<file path="src/rtl/tsba_pkg.sv">
// Shared constants and width helpers for the tiled surface block address unit.
`timescale 1ns / 1ps

package tsba_pkg;

	// Field widths of the channel words and the configuration port
	localparam int COORD_W    = 11;
	localparam int DATA_W     = 64;
	localparam int OFFSET_W   = 28;
	localparam int CFG_IDX_W  = 2;
	localparam int CFG_DATA_W = 14;
	localparam int SWZ_W      = 3;
	localparam int MIP_W      = 4;

	// Default largest image side in pixels
	localparam int MAX_DIMENSION_DEF = 8192;

	// Register indexes
	localparam logic [CFG_IDX_W-1:0] REG_IMAGE_WIDTH  = 2'd0;
	localparam logic [CFG_IDX_W-1:0] REG_IMAGE_HEIGHT = 2'd1;
	localparam logic [CFG_IDX_W-1:0] REG_MIP_LEVEL    = 2'd2;
	localparam logic [CFG_IDX_W-1:0] REG_SWIZZLE      = 2'd3;

	// Macro tile footprint in blocks, micro tile side, element size in bytes
	localparam int MACRO_TILE_W = 32;
	localparam int MACRO_TILE_H = 16;
	localparam int MICRO_TILE   = 8;
	localparam int ELEM_BYTES   = 8;

	// Width of a clamped image side, large enough for its power-of-two ceiling
	function automatic int dim_w(int max_dim);
		return $clog2(max_dim) + 1;
	endfunction

	// Width of aligned pitch and height
	function automatic int al_w(int max_dim);
		return (dim_w(max_dim) > 6) ? dim_w(max_dim) : 6;
	endfunction

	// Width of the surface size in bytes
	function automatic int surf_w(int max_dim);
		return 2 * al_w(max_dim) + 3;
	endfunction

	// Width of the tile row product (row index times tiles per row)
	function automatic int prod_w(int max_dim);
		return 8 + al_w(max_dim) - 3;
	endfunction

	// Width of the linear source block index product
	function automatic int src_w(int max_dim);
		return COORD_W + dim_w(max_dim);
	endfunction

	// Width of the untruncated tiled byte position
	function automatic int pos_w(int max_dim);
		return prod_w(max_dim) + 1 + 12;
	endfunction

	// Width in which the range checks are done
	function automatic int cmp_w(int max_dim);
		int a;
		int b;
		int c;
		int m;
		a = src_w(max_dim) + 4;
		b = pos_w(max_dim) + 1;
		c = surf_w(max_dim);
		m = (a > b) ? a : b;
		return (m > c) ? m : c;
	endfunction

endpackage

</file>
<file path="src/rtl/tsba_if.sv">
// Valid/ready channel interfaces for block words and address result words.
`timescale 1ns / 1ps

interface tsba_block_if;
	import tsba_pkg::*;

	logic                valid;
	logic                ready;
	logic [COORD_W-1:0]  block_col;
	logic [COORD_W-1:0]  block_row;
	logic [DATA_W-1:0]   block_data;

	modport source (output valid, output block_col, output block_row, output block_data,
		input ready);
	modport sink (input valid, input block_col, input block_row, input block_data,
		output ready);
endinterface

interface tsba_result_if;
	import tsba_pkg::*;

	logic                valid;
	logic                ready;
	logic [OFFSET_W-1:0] byte_offset;
	logic [DATA_W-1:0]   block_payload;
	logic                fits;
	logic                macro_tiled;

	modport source (output valid, output byte_offset, output block_payload, output fits,
		output macro_tiled, input ready);
	modport sink (input valid, input byte_offset, input block_payload, input fits,
		input macro_tiled, output ready);
endinterface

</file>
<file path="src/rtl/tsba_cfg.sv">
// Configuration registers and the surface geometry derived from them.
`timescale 1ns / 1ps

module tsba_cfg #(
	parameter int MAX_DIMENSION = tsba_pkg::MAX_DIMENSION_DEF,
	localparam int DIM_W  = tsba_pkg::dim_w(MAX_DIMENSION),
	localparam int AL_W   = tsba_pkg::al_w(MAX_DIMENSION),
	localparam int SURF_W = tsba_pkg::surf_w(MAX_DIMENSION)
) (
	input  logic                            clk,
	input  logic                            arst_n,
	input  logic                            cfg_we,
	input  logic [tsba_pkg::CFG_IDX_W-1:0]  cfg_index,
	input  logic [tsba_pkg::CFG_DATA_W-1:0] cfg_wdata,
	output logic                            macro_q,
	output logic [AL_W-1:0]                 pitch_q,
	output logic [DIM_W-1:0]                blocks_x_q,
	output logic [SURF_W-1:0]               surf_q,
	output logic [tsba_pkg::SWZ_W-1:0]      swz_q
);
	import tsba_pkg::*;

	logic [CFG_DATA_W-1:0] width_q;
	logic [CFG_DATA_W-1:0] height_raw_q;
	logic [MIP_W-1:0]      mip_q;
	logic [AL_W-1:0]       height_q;

	logic [DIM_W-1:0]      w;
	logic [DIM_W-1:0]      h;
	logic [DIM_W-1:0]      w_p2;
	logic [DIM_W-1:0]      h_p2;
	logic [DIM_W-1:0]      bw;
	logic [DIM_W-1:0]      bh;
	logic                  mip;
	logic                  macro;
	logic [AL_W-1:0]       bw_ext;
	logic [AL_W-1:0]       bh_ext;
	logic [AL_W-1:0]       pitch_d;
	logic [AL_W-1:0]       height_d;
	logic [DIM_W:0]        bx_sum;
	logic [2*AL_W-1:0]     area;

	// Zero reads as one, above the limit saturates
	function automatic logic [DIM_W-1:0] clamp_dim(logic [CFG_DATA_W-1:0] v);
		logic [15:0] ve;
		ve = 16'(v);
		if (ve == 16'd0) begin
			return DIM_W'(1);
		end else if (ve > 16'(MAX_DIMENSION)) begin
			return DIM_W'(MAX_DIMENSION);
		end
		return DIM_W'(ve);
	endfunction

	// Smallest power of two not below v (v is at least one)
	function automatic logic [DIM_W-1:0] pow2_ceil(logic [DIM_W-1:0] v);
		logic [DIM_W-1:0] s;
		s = v - DIM_W'(1);
		for (int i = 1; i < DIM_W; i++) begin
			s = s | (s >> i);
		end
		return s + DIM_W'(1);
	endfunction

	// Register writes
	always_ff @(posedge clk or negedge arst_n) begin
		if (!arst_n) begin
			width_q      <= CFG_DATA_W'(1);
			height_raw_q <= CFG_DATA_W'(1);
			mip_q        <= '0;
			swz_q        <= '0;
		end else if (cfg_we) begin
			case (cfg_index)
				REG_IMAGE_WIDTH:  width_q      <= cfg_wdata;
				REG_IMAGE_HEIGHT: height_raw_q <= cfg_wdata;
				REG_MIP_LEVEL:    mip_q        <= cfg_wdata[MIP_W-1:0];
				REG_SWIZZLE:      swz_q        <= cfg_wdata[SWZ_W-1:0];
				default: ;
			endcase
		end
	end

	// Block dimensions, tiling mode and alignment
	always_comb begin
		w      = clamp_dim(width_q);
		h      = clamp_dim(height_raw_q);
		mip    = (mip_q != '0);
		w_p2   = pow2_ceil(w);
		h_p2   = pow2_ceil(h);
		bw     = (mip ? w_p2 : w) >> 2;
		bh     = (mip ? h_p2 : h) >> 2;
		if (bw == '0) bw = DIM_W'(1);
		if (bh == '0) bh = DIM_W'(1);
		// on mip levels the block sizes are powers of two already
		macro  = !mip || ((int'(bw) >= MACRO_TILE_W) && (int'(bh) >= MACRO_TILE_H));
		bw_ext = AL_W'(bw);
		bh_ext = AL_W'(bh);
		if (macro) begin
			pitch_d  = (bw_ext + AL_W'(MACRO_TILE_W - 1)) & ~AL_W'(MACRO_TILE_W - 1);
			height_d = (bh_ext + AL_W'(MACRO_TILE_H - 1)) & ~AL_W'(MACRO_TILE_H - 1);
		end else begin
			pitch_d  = (bw_ext + AL_W'(MICRO_TILE - 1)) & ~AL_W'(MICRO_TILE - 1);
			height_d = (bh_ext + AL_W'(MICRO_TILE - 1)) & ~AL_W'(MICRO_TILE - 1);
		end
		bx_sum = (DIM_W + 1)'(w) + (DIM_W + 1)'(3);
	end

	// Geometry registers, refreshed every cycle
	always_ff @(posedge clk) begin
		macro_q    <= macro;
		pitch_q    <= pitch_d;
		height_q   <= height_d;
		blocks_x_q <= DIM_W'(bx_sum >> 2);
		surf_q     <= {area, 3'b000};
	end

	// Surface area in elements, from the registered pitch and height
	assign area = (2 * AL_W)'(height_q) * (2 * AL_W)'(pitch_q);

endmodule

</file>
<file path="src/rtl/tsba_addr_pipe.sv">
// Three-stage address pipeline: input register, product register, result register.
`timescale 1ns / 1ps

module tsba_addr_pipe #(
	parameter int MAX_DIMENSION = tsba_pkg::MAX_DIMENSION_DEF,
	localparam int DIM_W  = tsba_pkg::dim_w(MAX_DIMENSION),
	localparam int AL_W   = tsba_pkg::al_w(MAX_DIMENSION),
	localparam int SURF_W = tsba_pkg::surf_w(MAX_DIMENSION)
) (
	input  logic                       clk,
	input  logic                       arst_n,
	tsba_block_if.sink                 blocks,
	tsba_result_if.source              results,
	input  logic                       macro,
	input  logic [AL_W-1:0]            pitch,
	input  logic [DIM_W-1:0]           blocks_x,
	input  logic [SURF_W-1:0]          surf,
	input  logic [tsba_pkg::SWZ_W-1:0] swz
);
	import tsba_pkg::*;

	localparam int PB_W   = AL_W - 3;
	localparam int PROD_W = prod_w(MAX_DIMENSION);
	localparam int SRC_W  = src_w(MAX_DIMENSION);
	localparam int T_W    = PROD_W + 1;
	localparam int POS_W  = pos_w(MAX_DIMENSION);
	localparam int CMP_W  = cmp_w(MAX_DIMENSION);

	// stage valids
	logic v_s1;
	logic v_s2;
	logic v_q;
	logic en_s1;
	logic en_s2;
	logic en_q;

	// stage 1: captured word
	logic [COORD_W-1:0] x_s1;
	logic [COORD_W-1:0] y_s1;
	logic [DATA_W-1:0]  data_s1;

	// stage 2: products
	logic [COORD_W-1:0] x_s2;
	logic [COORD_W-1:0] y_s2;
	logic [DATA_W-1:0]  data_s2;
	logic [PROD_W-1:0]  prod_s2;
	logic [SRC_W-1:0]   src_s2;

	// result register
	logic [OFFSET_W-1:0] offset_q;
	logic [DATA_W-1:0]   data_q;
	logic                fits_q;
	logic                macro_q;

	logic [7:0]         row_idx;
	logic [PB_W-1:0]    row_tiles;
	logic [PROD_W-1:0]  prod_d;
	logic [SRC_W-1:0]   src_d;

	logic [7:0]         col_idx;
	logic [T_W-1:0]     tile;
	logic [5:0]         elem;
	logic [2:0]         bp;
	logic [POS_W-1:0]   pos;
	logic [SRC_W:0]     src_idx;
	logic [CMP_W-1:0]   src_end;
	logic [CMP_W-1:0]   pos_end;
	logic [CMP_W-1:0]   surf_ext;
	logic               fits_d;

	// Handshake: each stage moves when the one after it has room
	assign en_q         = !v_q || results.ready;
	assign en_s2        = !v_s2 || en_q;
	assign en_s1        = !v_s1 || en_s2;
	assign blocks.ready = en_s1;

	always_ff @(posedge clk or negedge arst_n) begin
		if (!arst_n) begin
			v_s1 <= 1'b0;
			v_s2 <= 1'b0;
			v_q  <= 1'b0;
		end else begin
			if (en_s1) v_s1 <= blocks.valid;
			if (en_s2) v_s2 <= v_s1;
			if (en_q)  v_q  <= v_s2;
		end
	end

	// Tile row times tiles per row, and block row times blocks per row
	always_comb begin
		row_idx   = macro ? {1'b0, y_s1[COORD_W-1:4]} : y_s1[COORD_W-1:3];
		row_tiles = macro ? PB_W'(pitch >> 5) : PB_W'(pitch >> 3);
		prod_d    = PROD_W'(row_idx) * PROD_W'(row_tiles);
		src_d     = SRC_W'(y_s1) * SRC_W'(blocks_x);
	end

	// Tiled position, swizzle and range checks
	always_comb begin
		col_idx  = macro ? {2'b00, x_s2[COORD_W-1:5]} : x_s2[COORD_W-1:3];
		tile     = T_W'(col_idx) + T_W'(prod_s2);
		elem     = {y_s2[2], y_s2[1], x_s2[2], x_s2[1], y_s2[0], x_s2[0]};
		bp       = {y_s2[4] ^ x_s2[4], y_s2[5] ^ x_s2[3], y_s2[3] ^ x_s2[3]} ^ swz;
		if (macro) begin
			pos = {tile, elem[5], bp[2:1], bp[0], elem[4:0], 3'b000};
		end else begin
			pos = POS_W'({tile, elem, 3'b000});
		end
		src_idx  = (SRC_W + 1)'(src_s2) + (SRC_W + 1)'(x_s2);
		src_end  = (CMP_W'(src_idx) + CMP_W'(1)) << 3;
		pos_end  = CMP_W'(pos) + CMP_W'(ELEM_BYTES);
		surf_ext = CMP_W'(surf);
		fits_d   = (src_end <= surf_ext) && (pos_end <= surf_ext);
	end

	// Word registers
	always_ff @(posedge clk) begin
		if (en_s1 && blocks.valid) begin
			x_s1    <= blocks.block_col;
			y_s1    <= blocks.block_row;
			data_s1 <= blocks.block_data;
		end
		if (en_s2 && v_s1) begin
			x_s2    <= x_s1;
			y_s2    <= y_s1;
			data_s2 <= data_s1;
			prod_s2 <= prod_d;
			src_s2  <= src_d;
		end
		if (en_q && v_s2) begin
			offset_q <= OFFSET_W'(pos);
			data_q   <= data_s2;
			fits_q   <= fits_d;
			macro_q  <= macro;
		end
	end

	assign results.valid         = v_q;
	assign results.byte_offset   = offset_q;
	assign results.block_payload = data_q;
	assign results.fits          = fits_q;
	assign results.macro_tiled   = macro_q;

endmodule

</file>
<file path="src/rtl/tiled_surface_block_address.sv">
// Top level of the tiled surface block address unit.
`timescale 1ns / 1ps

// Maps 8-byte compressed 4x4 blocks, given by block column and row, to their byte
// offset in a 2D macro-tiled surface (2 pipes, 4 banks, pipe/bank swizzle) with
// 64-bit elements, falling back to 1D micro tiling on small nonzero mip levels.
// Each result word also carries the block data unchanged, a flag that the linear
// source and tiled destination ranges both lie inside the surface, and the mode.
// One block word is taken every clock cycle while back-pressure does not stall the
// pipeline. The input register takes a block at the edge that accepts it, and its
// result word passes the multiply register, then the result register; back-pressure
// stalls the stages in place. Pitch, height and surface size are registered in turn
// from the registers after a write; write them only while no block is in flight.

module tiled_surface_block_address #(
	parameter int MAX_DIMENSION = tsba_pkg::MAX_DIMENSION_DEF
) (
	input  logic                            clk,
	input  logic                            arst_n,
	tsba_block_if.sink                      blocks,
	tsba_result_if.source                   results,
	input  logic                            cfg_we,
	input  logic [tsba_pkg::CFG_IDX_W-1:0]  cfg_index,
	input  logic [tsba_pkg::CFG_DATA_W-1:0] cfg_wdata
);
	import tsba_pkg::*;

	localparam int DIM_W  = dim_w(MAX_DIMENSION);
	localparam int AL_W   = al_w(MAX_DIMENSION);
	localparam int SURF_W = surf_w(MAX_DIMENSION);

	logic              macro;
	logic [AL_W-1:0]   pitch;
	logic [DIM_W-1:0]  blocks_x;
	logic [SURF_W-1:0] surf;
	logic [SWZ_W-1:0]  swz;

	// Registers and geometry
	tsba_cfg #(
		.MAX_DIMENSION(MAX_DIMENSION)
	) u_cfg (
		.clk        (clk),
		.arst_n     (arst_n),
		.cfg_we     (cfg_we),
		.cfg_index  (cfg_index),
		.cfg_wdata  (cfg_wdata),
		.macro_q    (macro),
		.pitch_q    (pitch),
		.blocks_x_q (blocks_x),
		.surf_q     (surf),
		.swz_q      (swz)
	);

	// Address pipeline
	tsba_addr_pipe #(
		.MAX_DIMENSION(MAX_DIMENSION)
	) u_pipe (
		.clk      (clk),
		.arst_n   (arst_n),
		.blocks   (blocks),
		.results  (results),
		.macro    (macro),
		.pitch    (pitch),
		.blocks_x (blocks_x),
		.surf     (surf),
		.swz      (swz)
	);

endmodule
</file>
<file path="src/flat_wrapper.sv">
// flat-port wrapper written by rule: the top's interface ports become plain ports
module tiled_surface_block_address_flat import tsba_pkg::*;
#(
	parameter int MAX_DIMENSION = tsba_pkg::MAX_DIMENSION_DEF
)
  (clk, arst_n, cfg_we, cfg_index, cfg_wdata, blocks_valid, blocks_block_col, blocks_block_row, blocks_block_data, blocks_ready, results_valid, results_byte_offset, results_block_payload, results_fits, results_macro_tiled, results_ready);
  tsba_block_if blocks_i ();
  tsba_result_if results_i ();
  input  logic clk;
  input  logic arst_n;
  input  logic cfg_we;
  input  logic [tsba_pkg::CFG_IDX_W-1:0] cfg_index;
  input  logic [tsba_pkg::CFG_DATA_W-1:0] cfg_wdata;
  input wire logic [$bits(blocks_i.valid)-1:0] blocks_valid;
  input wire logic [$bits(blocks_i.block_col)-1:0] blocks_block_col;
  input wire logic [$bits(blocks_i.block_row)-1:0] blocks_block_row;
  input wire logic [$bits(blocks_i.block_data)-1:0] blocks_block_data;
  output wire logic [$bits(blocks_i.ready)-1:0] blocks_ready;
  output wire logic [$bits(results_i.valid)-1:0] results_valid;
  output wire logic [$bits(results_i.byte_offset)-1:0] results_byte_offset;
  output wire logic [$bits(results_i.block_payload)-1:0] results_block_payload;
  output wire logic [$bits(results_i.fits)-1:0] results_fits;
  output wire logic [$bits(results_i.macro_tiled)-1:0] results_macro_tiled;
  input wire logic [$bits(results_i.ready)-1:0] results_ready;
  assign blocks_i.valid = blocks_valid;
  assign blocks_i.block_col = blocks_block_col;
  assign blocks_i.block_row = blocks_block_row;
  assign blocks_i.block_data = blocks_block_data;
  assign blocks_ready = blocks_i.ready;
  assign results_valid = results_i.valid;
  assign results_byte_offset = results_i.byte_offset;
  assign results_block_payload = results_i.block_payload;
  assign results_fits = results_i.fits;
  assign results_macro_tiled = results_i.macro_tiled;
  assign results_i.ready = results_ready;
  tiled_surface_block_address #(.MAX_DIMENSION(MAX_DIMENSION)) u_core (.clk(clk), .arst_n(arst_n), .blocks(blocks_i), .results(results_i), .cfg_we(cfg_we), .cfg_index(cfg_index), .cfg_wdata(cfg_wdata));
endmodule
</file>
<file path="config.mk">
export PLATFORM = sky130hd
export DESIGN_NAME = tiled_surface_block_address_flat
export DESIGN_NICKNAME = d
export VERILOG_FILES = /design/src/rtl/tsba_pkg.sv /design/src/rtl/tsba_if.sv /design/src/rtl/tsba_cfg.sv /design/src/rtl/tsba_addr_pipe.sv /design/src/rtl/tiled_surface_block_address.sv /design/src/flat_wrapper.sv
export SDC_FILE = /design/constraint.sdc
export NUM_CORES = 1
export LEC_CHECK = 0
export BUFFER_PORTS_ARGS = -buffer_cell sky130_fd_sc_hd__buf_2
export CORE_MARGIN = 2
export CORE_UTILIZATION = 45
export DETAILED_ROUTE_END_ITERATION = 6
export PLACE_DENSITY = 0.62
export SLEW_MARGIN = 20
export SYNTH_ARGS = -nofsm -noshare
export SYNTH_HDL_FRONTEND = slang
export SYNTH_SLANG_ARGS = --single-unit
</file>
<file path="constraint.sdc">
create_clock -name clk -period 7.65 [get_ports clk]
set_input_delay 0.3825 -clock clk [delete_from_list [all_inputs] [get_ports clk]]
set_output_delay 0.3825 -clock clk [all_outputs]
set_load 0.005 [all_outputs]
</file>
; Word-level counts from Yosys, hierarchy flattened
; Cells that the tools add are included.
[word_totals]
regBits = 413
input_bits = 107
out_inout_bits = 96
elab_cells = 124
[op_classes]
n_addsub = 13
multipliers = 3
order_cmp = 6
n_eq_ne = 3
n_mux = 20
bitwise_logic = 30
n_reduce_logical = 23
[op_table]
columns = op, count
row1 = 14-bit 2-to-1 mux, 10
row2 = 14-bit logical NOT, 4
row3 = 32-bit by 4-bit adder with 33-bit output (second input constant), 1
row4 = 33-bit by 31-bit less-or-equal comparator with 1-bit output, 1
row5 = 32-bit 2-to-1 mux, 1
row6 = 30-bit by 31-bit less-or-equal comparator with 1-bit output, 1
row7 = 14-bit by 1-bit adder with 14-bit output (second input constant), 2
row8 = 14-bit by 3-bit adder with 14-bit output (second input constant), 2
row9 = 14-bit greater-than comparator (second input constant), 2
row10 = 14-bit by 14-bit multiplier with 28-bit output, 1
row11 = 14-bit by 1-bit OR with 14-bit output, 2
row12 = 14-bit by 10-bit OR with 14-bit output, 2
row13 = 14-bit by 11-bit OR with 14-bit output, 2
row14 = 14-bit by 12-bit OR with 14-bit output, 2
row15 = 14-bit by 13-bit OR with 14-bit output, 2
row16 = 14-bit by 2-bit OR with 14-bit output, 2
row17 = 14-bit by 3-bit OR with 14-bit output, 2
row18 = 14-bit by 4-bit OR with 14-bit output, 2
row19 = 14-bit by 5-bit OR with 14-bit output, 2
row20 = 14-bit by 6-bit OR with 14-bit output, 2
row21 = 14-bit by 7-bit OR with 14-bit output, 2
row22 = 14-bit by 8-bit OR with 14-bit output, 2
row23 = 14-bit by 9-bit OR with 14-bit output, 2
row24 = 14-bit by 1-bit subtractor with 14-bit output (second input constant), 2
row25 = other kinds (24), 45

; Depth between registers and ports, before layout
; Gate-level depths: netlist (run 1).
[depth]
depth_word = 26
mapped_depth = 27
depth_no_buf = 23

; By module
; From an unflattened synthesis (run 1), not the netlist that was laid out.
[unflattened]
cells_unflattened = 2708
area_unflattened_um2 = 29537.1
[by_module_without_submodules]
columns = mod, instances, cells_per_inst, area_each_um2, seq_area_each_um2
row1 = tsba_addr_pipe, 1, 1760, 20855.0, 9143.8
row2 = tsba_cfg, 1, 948, 8682.1, 1999.4

; Worst setup path before layout (run 1)
; No wires, ideal clock.
[synth_path]
path_type = register to register
start = register u_core.u_cfg.macro_q
end = register u_core.u_pipe.prod_s2[17] (data pin)
setup_ps = 158
arrival_time_ps = 6393
required_time_ps = 7492
slack_ps = 1099
path_stages_with_launch = 23
n_path_buf = 4
period_less_slack_ps = 6551
cell_sequence = dfxtp_1 > clkbuf_1 > clkbuf_1 > clkbuf_1 > clkbuf_1 > mux2i_1 > nor2_1 > fa_1 > fa_1 > inv_1 > fa_1 > fa_1 > inv_1 > ha_1 > o21ai_0 > a21boi_0 > o21ai_0 > a21boi_0 > o21ai_0 > a21oi_1 > o41ai_1 > or4b_2 > o211ai_1
[synth_between]
elab_chain_len = 2
elab_cells_between_ends = 3
cone_classes = mul: 1 / mux: 2
[synth_rtl]
columns = element, line_no
row1 = from (decl), tsba_cfg.sv:15  ; output logic macro_q,
row2 = from (signal assigned), tsba_cfg.sv:110  ; macro_q <= macro;
row3 = 8-bit 2-to-1 mux or 11-bit 2-to-1 mux (tied branches), "tsba_addr_pipe.sv:91, tsba_addr_pipe.sv:92"
row4 = 8-bit by 11-bit multiplier with 19-bit output (*), tsba_addr_pipe.sv:93  ; prod_d = PROD_W'(row_idx) * PROD_W'(row_tiles);
row5 = named net u_core.u_pipe.prod_d[17], tsba_addr_pipe.sv:57  ; logic [PROD_W-1:0] prod_d;
row6 = to (signal assigned), tsba_addr_pipe.sv:126  ; prod_s2 <= prod_d;
row7 = to (decl), tsba_addr_pipe.sv:46  ; logic [PROD_W-1:0] prod_s2;
; The timed path passes the listed nets; every way through them passes the cells marked *.
; A chain may end at the register's enable or synchronous reset.

; Worst setup path in the final report (run 1)
[layout_path]
start = register u_core.u_cfg.macro_q
end = register u_core.u_pipe.fits_q (netlist: u_core.u_pipe.results.fits) (data pin)
[layout_between]
elab_chain_len = 6
[layout_rtl]
columns = element, line_no
row1 = 8-bit 2-to-1 mux, tsba_addr_pipe.sv:99  ; col_idx = macro ? {2'b00, x_s2[COORD_W-1:5]} : x_s2[COORD_W-1:3];
row2 = 8-bit by 19-bit adder with 20-bit output, tsba_addr_pipe.sv:100  ; tile = T_W'(col_idx) + T_W'(prod_s2);
row3 = 32-bit 2-to-1 mux (*), tsba_addr_pipe.sv:103  ; if (macro) begin
row4 = named net u_core.u_pipe.pos[24], tsba_addr_pipe.sv:64  ; logic [POS_W-1:0] pos;
row5 = 32-bit by 4-bit adder with 33-bit output (*), tsba_addr_pipe.sv:110  ; pos_end = CMP_W'(pos) + CMP_W'(ELEM_BYTES);
row6 = 33-bit by 31-bit less-or-equal comparator with 1-bit output (*), tsba_addr_pipe.sv:112  ; fits_d = (src_end <= surf_ext) && (pos_end <= surf_ext);
row7 = 1-bit logical AND (*), tsba_addr_pipe.sv:112
row8 = named net u_core.u_pipe.fits_d, tsba_addr_pipe.sv:69  ; logic fits_d;
row9 = to (signal assigned), tsba_addr_pipe.sv:132  ; fits_q <= fits_d;
row10 = to (decl), tsba_addr_pipe.sv:52  ; logic fits_q;
; Marks and branches as above.

==> flow_summary.toml, run 1 <==
[run_status]
outcome = "finished, final reports clean"

[clocking]
clock-root-buffer = "clkbuf_16"
cts.clk_slew.worst_paths_ns = 0.06
tritoncts = "done"
clockBufferDepth = 3
numCtsBuffers = 43
clock-sinks = 395
htree_levels = 2
clk_latency_ns = 0.57

[pwr]
max-vdd-ir-drop_uv = 274
leakage_nw = 14.3
powerDensity_mw_per_mm2 = 349

[detailed_routing]
drt_iter0_drc = 1210
ant_nets = 0
drt_first_pass_iters = 5
routed_wl_um = 64700
via_per_inst = 5.21
drcViolationCount = 0
wl_per_cell_um = 17.8
vias = 18900

[die]
die_w_um = 253
core_mm2 = 0.0616
die_area_mm2 = 0.0642
fp-row-count = 91
start_util = 0.454
num_io_pins = 203
die_h_um = 253

[worst_setup_path]
setup.worst_path.start_class = "flip-flop"
cp_num_buf_inv = 1
cp_top_family = "compound AO/OA/AOI/OAI gates"
worstSetupPathType = "reg -> reg"
worstPathArrival_ns = 7.00
critPathSlowestCell = "dfxtp_2"
worstPathRequired_ns = 8.07
crit_path_max_fanout = 43
reg2reg_slack_ns = 1.07
endpoint_kind = "flip-flop"
cp_slowest_stage_delay_ns = 0.70
path_cells = "buf_4, mux2_2, ha_1, fa_1, a21o_1, a211oi_1, o31a_1, o31a_1, nor3_1, a31oi_1, nand3_1, nor4_2, nand2_1, xnor2_1, ha_1, a21o_1, a21oi_1, o21ai_0, a211oi_1, nor2_1, a221o_1, a31oi_1"

[synthesis]
ys_types = 92
synthFlopType = "edfxtp_1"
yosysMostFrequentCell = "inv_1"
synth_cells = 2513
ys_ff_latch = 395
yosys.area.top_type = "edfxtp_1"
syn-cell-area_mm2 = 0.0280
seq_area_frac_synth = 0.397
synth_warnings = 0
synth-edff-count = 301
synthTopCellsByArea = "edfxtp_1 (32%), fa_1 (15%), ha_1 (12%), inv_1 (4.2%), dfxtp_1 (4.0%)"
ys_async_sr_fraction = 0.0962
syn_avg_cell_area_um2 = 11.1
synth_common_cells = "inv_1 (311), edfxtp_1 (301), ha_1 (265), nand2_1 (217), fa_1 (212)"
yosys.area.top_type_share = 0.323

[sta]
post-route-min-period_ns = 6.58
rsz0062_at_grt = "no"
max_slew.worst_pin.slew_ns = 0.961
slew_headroom = 0.359
hold_viol_final = 0
fmax_ghz = 0.152
setup_viol = 0
post-route-period-util = 0.860
tns_ns = 0
finalClockSkew_ns = 0.0208
fin_hold_ws_ns = 0.0345
report.final.slew_viol_count = 0

[place]
gp_congestion = 0.897
io_buffers = 199
dp_hpwl_um = 49400

[global_routing]
grt_first_pass_wirelength_um = 103000
overflow = 0
grt_pass1_vias = 19200
antenna_found_initial = 1
grt_usage = 0.203
grt_max_degree = 88

[final_layout]
syn_to_final_growth_pct = 14.4
diodes = 0
final_util = 0.519
finalNetCount = 3350
drive_gt1_frac = 0.139

[flow_run]
maxCapViolCount = 0

[worst_hold_path]
min_path_type = "in -> reg"
## cell type report
cell class                      count  area (µm²)
Timing Repair Buffer              296        1940
Multi-Input combinational cell   1719       15300
Fill cell                        5416       29600
Clock buffer                       47        1090
Inverter                          311        1170
Sequential cell                   395       11100
Tap cell                          837        1050
Clock inverter                     32         344
## metrics by stage
| step | cell area [µm²] | std cells | setup slack (ns) | power, mW |
|---|---|---|---|---|
| floorplan | 28000 | 2518 | 1.10 | 7.60 |
| finish | 32000 | 3637 | 1.07 | 11.2 |
| global placement | 29700 | 3474 | 1.33 | 8.95 |
| detailed placement | 29700 | 3474 | 1.20 | 9.06 |
| global route | 32000 | 3637 | 0.577 | 12.2 |
| CTS | 32000 | 3637 | 1.18 | 11.3 |
## placed cells by master, fill, tap and decap left out, types with 12 or more instances in the layout
cell           netlist  final
clkbuf_16            0     43
nor2_1             122    122
ha_1               265    265
nand4_1             29     29
dfrtp_1             36     36
fa_1               212    212
xor2_1              36     36
edfxtp_1           301    301
nor3_1              40     40
o21ai_0             63     63
and2_1             159    156
buf_2               13    199
nor4_1              17     16
buf_4                4     12
nand2_1            217    217
nand2b_1            19     19
and3_1              19     19
dfxtp_1             56     55
a21oi_1             66     66
dlygate4sd3_1        0     84
or2_2               22     22
a211oi_1            14     14
a31oi_1             15     15
nor2b_1             21     21
mux2i_1             22     22
xnor2_1             78     78
mux2_2              46     46
nand3_1             44     44
inv_1              311    311
a21o_1              25     25
## final timing paths
kind | start | endpoint | cells past startpoint
min in group asynchronous | arst_n | u_core.u_pipe.results.valid | 2
worst min-delay path | blocks_block_row[8] | u_core.u_pipe.y_s1[8] | 1
worst min register to register | u_core.u_pipe.data_s1[39] | u_core.u_pipe.data_s2[39] | 0
worst max register to register | u_core.u_cfg.macro_q | u_core.u_pipe.results.fits | 22
worst max-delay path | u_core.u_cfg.macro_q | u_core.u_pipe.results.fits | 22
max in group asynchronous | arst_n | u_core.u_cfg.mip_q[2] | 2
## sequential cells by signal (all words and copies together), names as in the netlist, 6 cells and up
| register | flops |
|---|---|
| u_core.u_pipe.results.byte_offset | 25 |
| u_core.u_cfg.surf_q | 22 |
| u_core.u_pipe.y_s2 | 6 |
| u_core.u_cfg.width_q | 14 |
| u_core.u_pipe.x_s1 | 11 |
| u_core.u_cfg.height_q | 10 |
| u_core.u_pipe.prod_s2 | 19 |
| u_core.u_cfg.blocks_x_q | 13 |
| u_core.u_cfg.pitch_q | 10 |
| u_core.u_pipe.data_s1 | 64 |
| u_core.u_pipe.results.block_payload | 64 |
| u_core.u_pipe.x_s2 | 11 |
| u_core.u_pipe.data_s2 | 64 |
| u_core.u_cfg.height_raw_q | 14 |
| u_core.u_pipe.src_s2 | 24 |
| u_core.u_pipe.y_s1 | 11 |
## power by group
part           switching [mW]  internal, mW
registers               0.408          2.92
clock network           0.880          1.22
logic                    3.23          2.51
## routing by layer
layer  up-vias  GRT usage  part of all wire
met4         0     0.0436             0.017
met2       469      0.346              0.49
li1       9073          -                 -
met1      9319      0.278              0.45
met5         -          0                 0
met3        77     0.0246             0.043
## timing repair
action                                 in CTS  in global routing
endpoints found under the hold margin     119                  0
hold buffers                               84                  0
setup buffers                               0                  0
resized for setup                           0                  0
## kinds of logic after synthesis
group                    after synthesis  share of synthesized area
AO/OA/AOI/OAI                        285                     0.0682
XOR/XNOR                             117                     0.0381
adder cells (fa/ha/maj)              477                      0.270
buffers and inverters                404                     0.0576
flip-flops                           395                      0.397
multiplexers                          68                     0.0264
other                                  1                   0.000134
AND/OR/NAND/NOR                      766                      0.142
(Power assumes the default switching activity.)
==> run 2, diff against run 1 <==
- HOLD_SLACK_MARGIN: default -> 0.06
- PLACE_DENSITY: 0.62 -> default
- PLACE_DENSITY_LB_ADDON: default -> 0.08
- clock period: 7.65 -> 7 ns (I/O delays scaled with it)
==> run 2 against run 1 <==
Effect of this change:
- global-route usage rose by 0.51 points
- clock skew increased by 0.023 ns
- largest power group unchanged
- cell area up 1.0%
- sequential power is 9.3% higher
- largest cell class unchanged
- total power is 11% higher
==> flow_summary.toml, run 2 (same netlist as run 1, synthesis figures left out) <==
[run_status]
outcome = "finished, final reports clean"

[final_layout]
stdcell_count = 3670
syn_to_final_growth_pct = 15.6
diodes = 0
postLayoutCellArea_mm2 = 0.0323
fillers = 5487
final_util = 0.525
mostFrequentLayoutCell = "inv_1"
final_cell_mix = "inv_1 (311), edfxtp_1 (301), ha_1 (265), nand2_1 (217), fa_1 (212)"
finalNetCount = 3379
drive_gt1_frac = 0.142

[pwr]
leakage_nw = 14.4
powerDensity_mw_per_mm2 = 385
max-vdd-ir-drop_uv = 325

[global_routing]
grt_pass1_vias = 19500
overflow = 0
grt_max_degree = 56
grt_usage = 0.208
antenna_found_initial = 0
grt_first_pass_wirelength_um = 105000

[worst_setup_path]
worstPathRequired_ns = 7.44
cp-endpoint = "u_core.u_pipe.results.fits"
worstSetupPathType = "reg -> reg"
worstRegToRegCells = 21
cp_slowest_stage_delay_ns = 0.62
reg2reg_slack_ns = 0.65
worstPathArrival_ns = 6.79
critPathSlowestCell = "dfxtp_2"
critPathLaunch = "u_core.u_cfg.macro_q"
crit_path_max_fanout = 31
setup.worst_path.start_class = "flip-flop"
endpoint_kind = "flip-flop"
r2r-start = "u_core.u_cfg.macro_q"
path_cells = "buf_4, buf_4, mux2_2, ha_1, o21ai_0, a21oi_1, a31oi_2, or4_1, a31oi_1, nand3_1, nor4_2, xor2_1, ha_1, a21o_1, a21o_1, a21oi_1, o21ai_0, a211oi_1, nor2_1, a221o_1, a31oi_1"
r2r-end = "u_core.u_pipe.results.fits"

[clocking]
clock-sinks = 395
htree_levels = 2
clockBufferDepth = 3
cts.clk_slew.worst_paths_ns = 0.06
numCtsBuffers = 46
clk_latency_ns = 0.60
tritoncts = "done"
post_cts_buffers = 0
clock-root-buffer = "clkbuf_16"

[worst_hold_path]
min_path_type = "in -> reg"
min_path_cells = 2

[die]
num_io_pins = 203
start_util = 0.454
core_mm2 = 0.0616
die_h_um = 253
die_w_um = 253
die_area_mm2 = 0.0642
fp-row-count = 91

[detailed_routing]
via_per_inst = 5.18
drt_iter0_drc = 1064
wl_per_cell_um = 17.8
drcViolationCount = 0
ant_nets = 0
vias = 19000
routed_wl_um = 65500
drt_first_pass_iters = 5

[place]
dp_hpwl_um = 51100
gp_congestion = 0.883
dp.cells = 3481
pre_cts_ws_ns = 0.612
placed_cell_area_mm2 = 0.0298
io_buffers = 199

[sta]
hold_viol_final = 0
setup_viol = 0
finalClockSkew_ns = 0.0443
fmax_ghz = 0.157
slew_headroom = 0.416
report.final.slew_viol_count = 0
post-route-min-period_ns = 6.35
tns_ns = 0
setup_ws_ns = 0.648
max_slew.worst_pin.slew_ns = 0.868
post-route-period-util = 0.907
rsz0062_at_grt = "no"

[flow_run]
maxCapViolCount = 0
## run 2: cell types whose count changed in the layout (fill, tap and decap cells not counted), moves of 2 or more
cell           previous run  this run
buf_4                    12        20
dlygate4sd3_1            84       103
clkinv_4                  2         5
inv_16                    0         2
clkbuf_1                  4         6
clkbuf_8                  0         2
bufinv_16                 5         3
clkbuf_16                43        46
## run 2: worst min path at each step
stage                               from                                     end  slack [ns]
2_1_floorplan                     arst_n           u_core.u_cfg.height_raw_q[10]        0.05
3_3_place_gp    u_core.u_pipe.data_s2[1]  u_core.u_pipe.results.block_payload[1]        0.40
3_5_place_dp   u_core.u_pipe.data_s1[14]               u_core.u_pipe.data_s2[14]        0.40
4_1_cts                     cfg_wdata[0]                   u_core.u_cfg.swz_q[0]        0.07
5_1_grt                     cfg_wdata[0]                   u_core.u_cfg.swz_q[0]        0.09
6_report                    cfg_wdata[0]                   u_core.u_cfg.swz_q[0]        0.11
## run 2: layout make-up
cell class                      instances  area [µm²]  area share
Clock buffer                           54        1200      0.0372
Clock inverter                         32         318     0.00983
Inverter                              311        1170      0.0361
Multi-Input combinational cell       1719       15300       0.473
Sequential cell                       395       11100       0.344
Tap cell                              837        1050      0.0324
Timing Repair Buffer                  322        2180      0.0674
## run 2: repair_timing
| item | 4_1_cts | 5_1_grt |
|---|---|---|
| endpoints found under the hold margin | 148 | 0 |
| endpoints found under the setup margin | 0 | 1 |
| hold buffers | 103 | 0 |
| resized for setup | 0 | 1 |
## run 2: per-stage QoR
stage               power, mW  hold WS (ns)
finish                   12.4         0.107
global route             13.6        0.0890
CTS                      12.6        0.0662
detailed placement       10.1         0.405
global placement         9.94         0.400
floorplan                8.31        0.0544
## run 2: metal layers
layer,vias up,track usage,wire length [µm]
met5,-,0,0
met3,92,0.0267,2430
li1,9133,-,-
met1,9364,0.284,30400
met4,0,0.0582,1610
met2,438,0.348,31100
## run 2: critical path, delay by kind of cell, from the launching register on
kind / cells / cell delay, ns
buffers and inverters: 2 / 0.72
xor gates and xnor gates: 1 / 0.19
DFF: 1 / 0.62
AOI/OAI and AO/OA: 11 / 2.43
adders and majority gates: 2 / 0.62
muxes: 1 / 0.38
and+or+nand+nor: 4 / 1.24
## run 2: where the power goes
| part | internal, mW | switching, mW | total (mW) |
|---|---|---|---|
| clock | 1.36 | 0.998 | 2.36 |
| combinational | 2.80 | 3.65 | 6.45 |
| sequential | 3.19 | 0.442 | 3.64 |
| total | 7.35 | 5.09 | 12.4 |
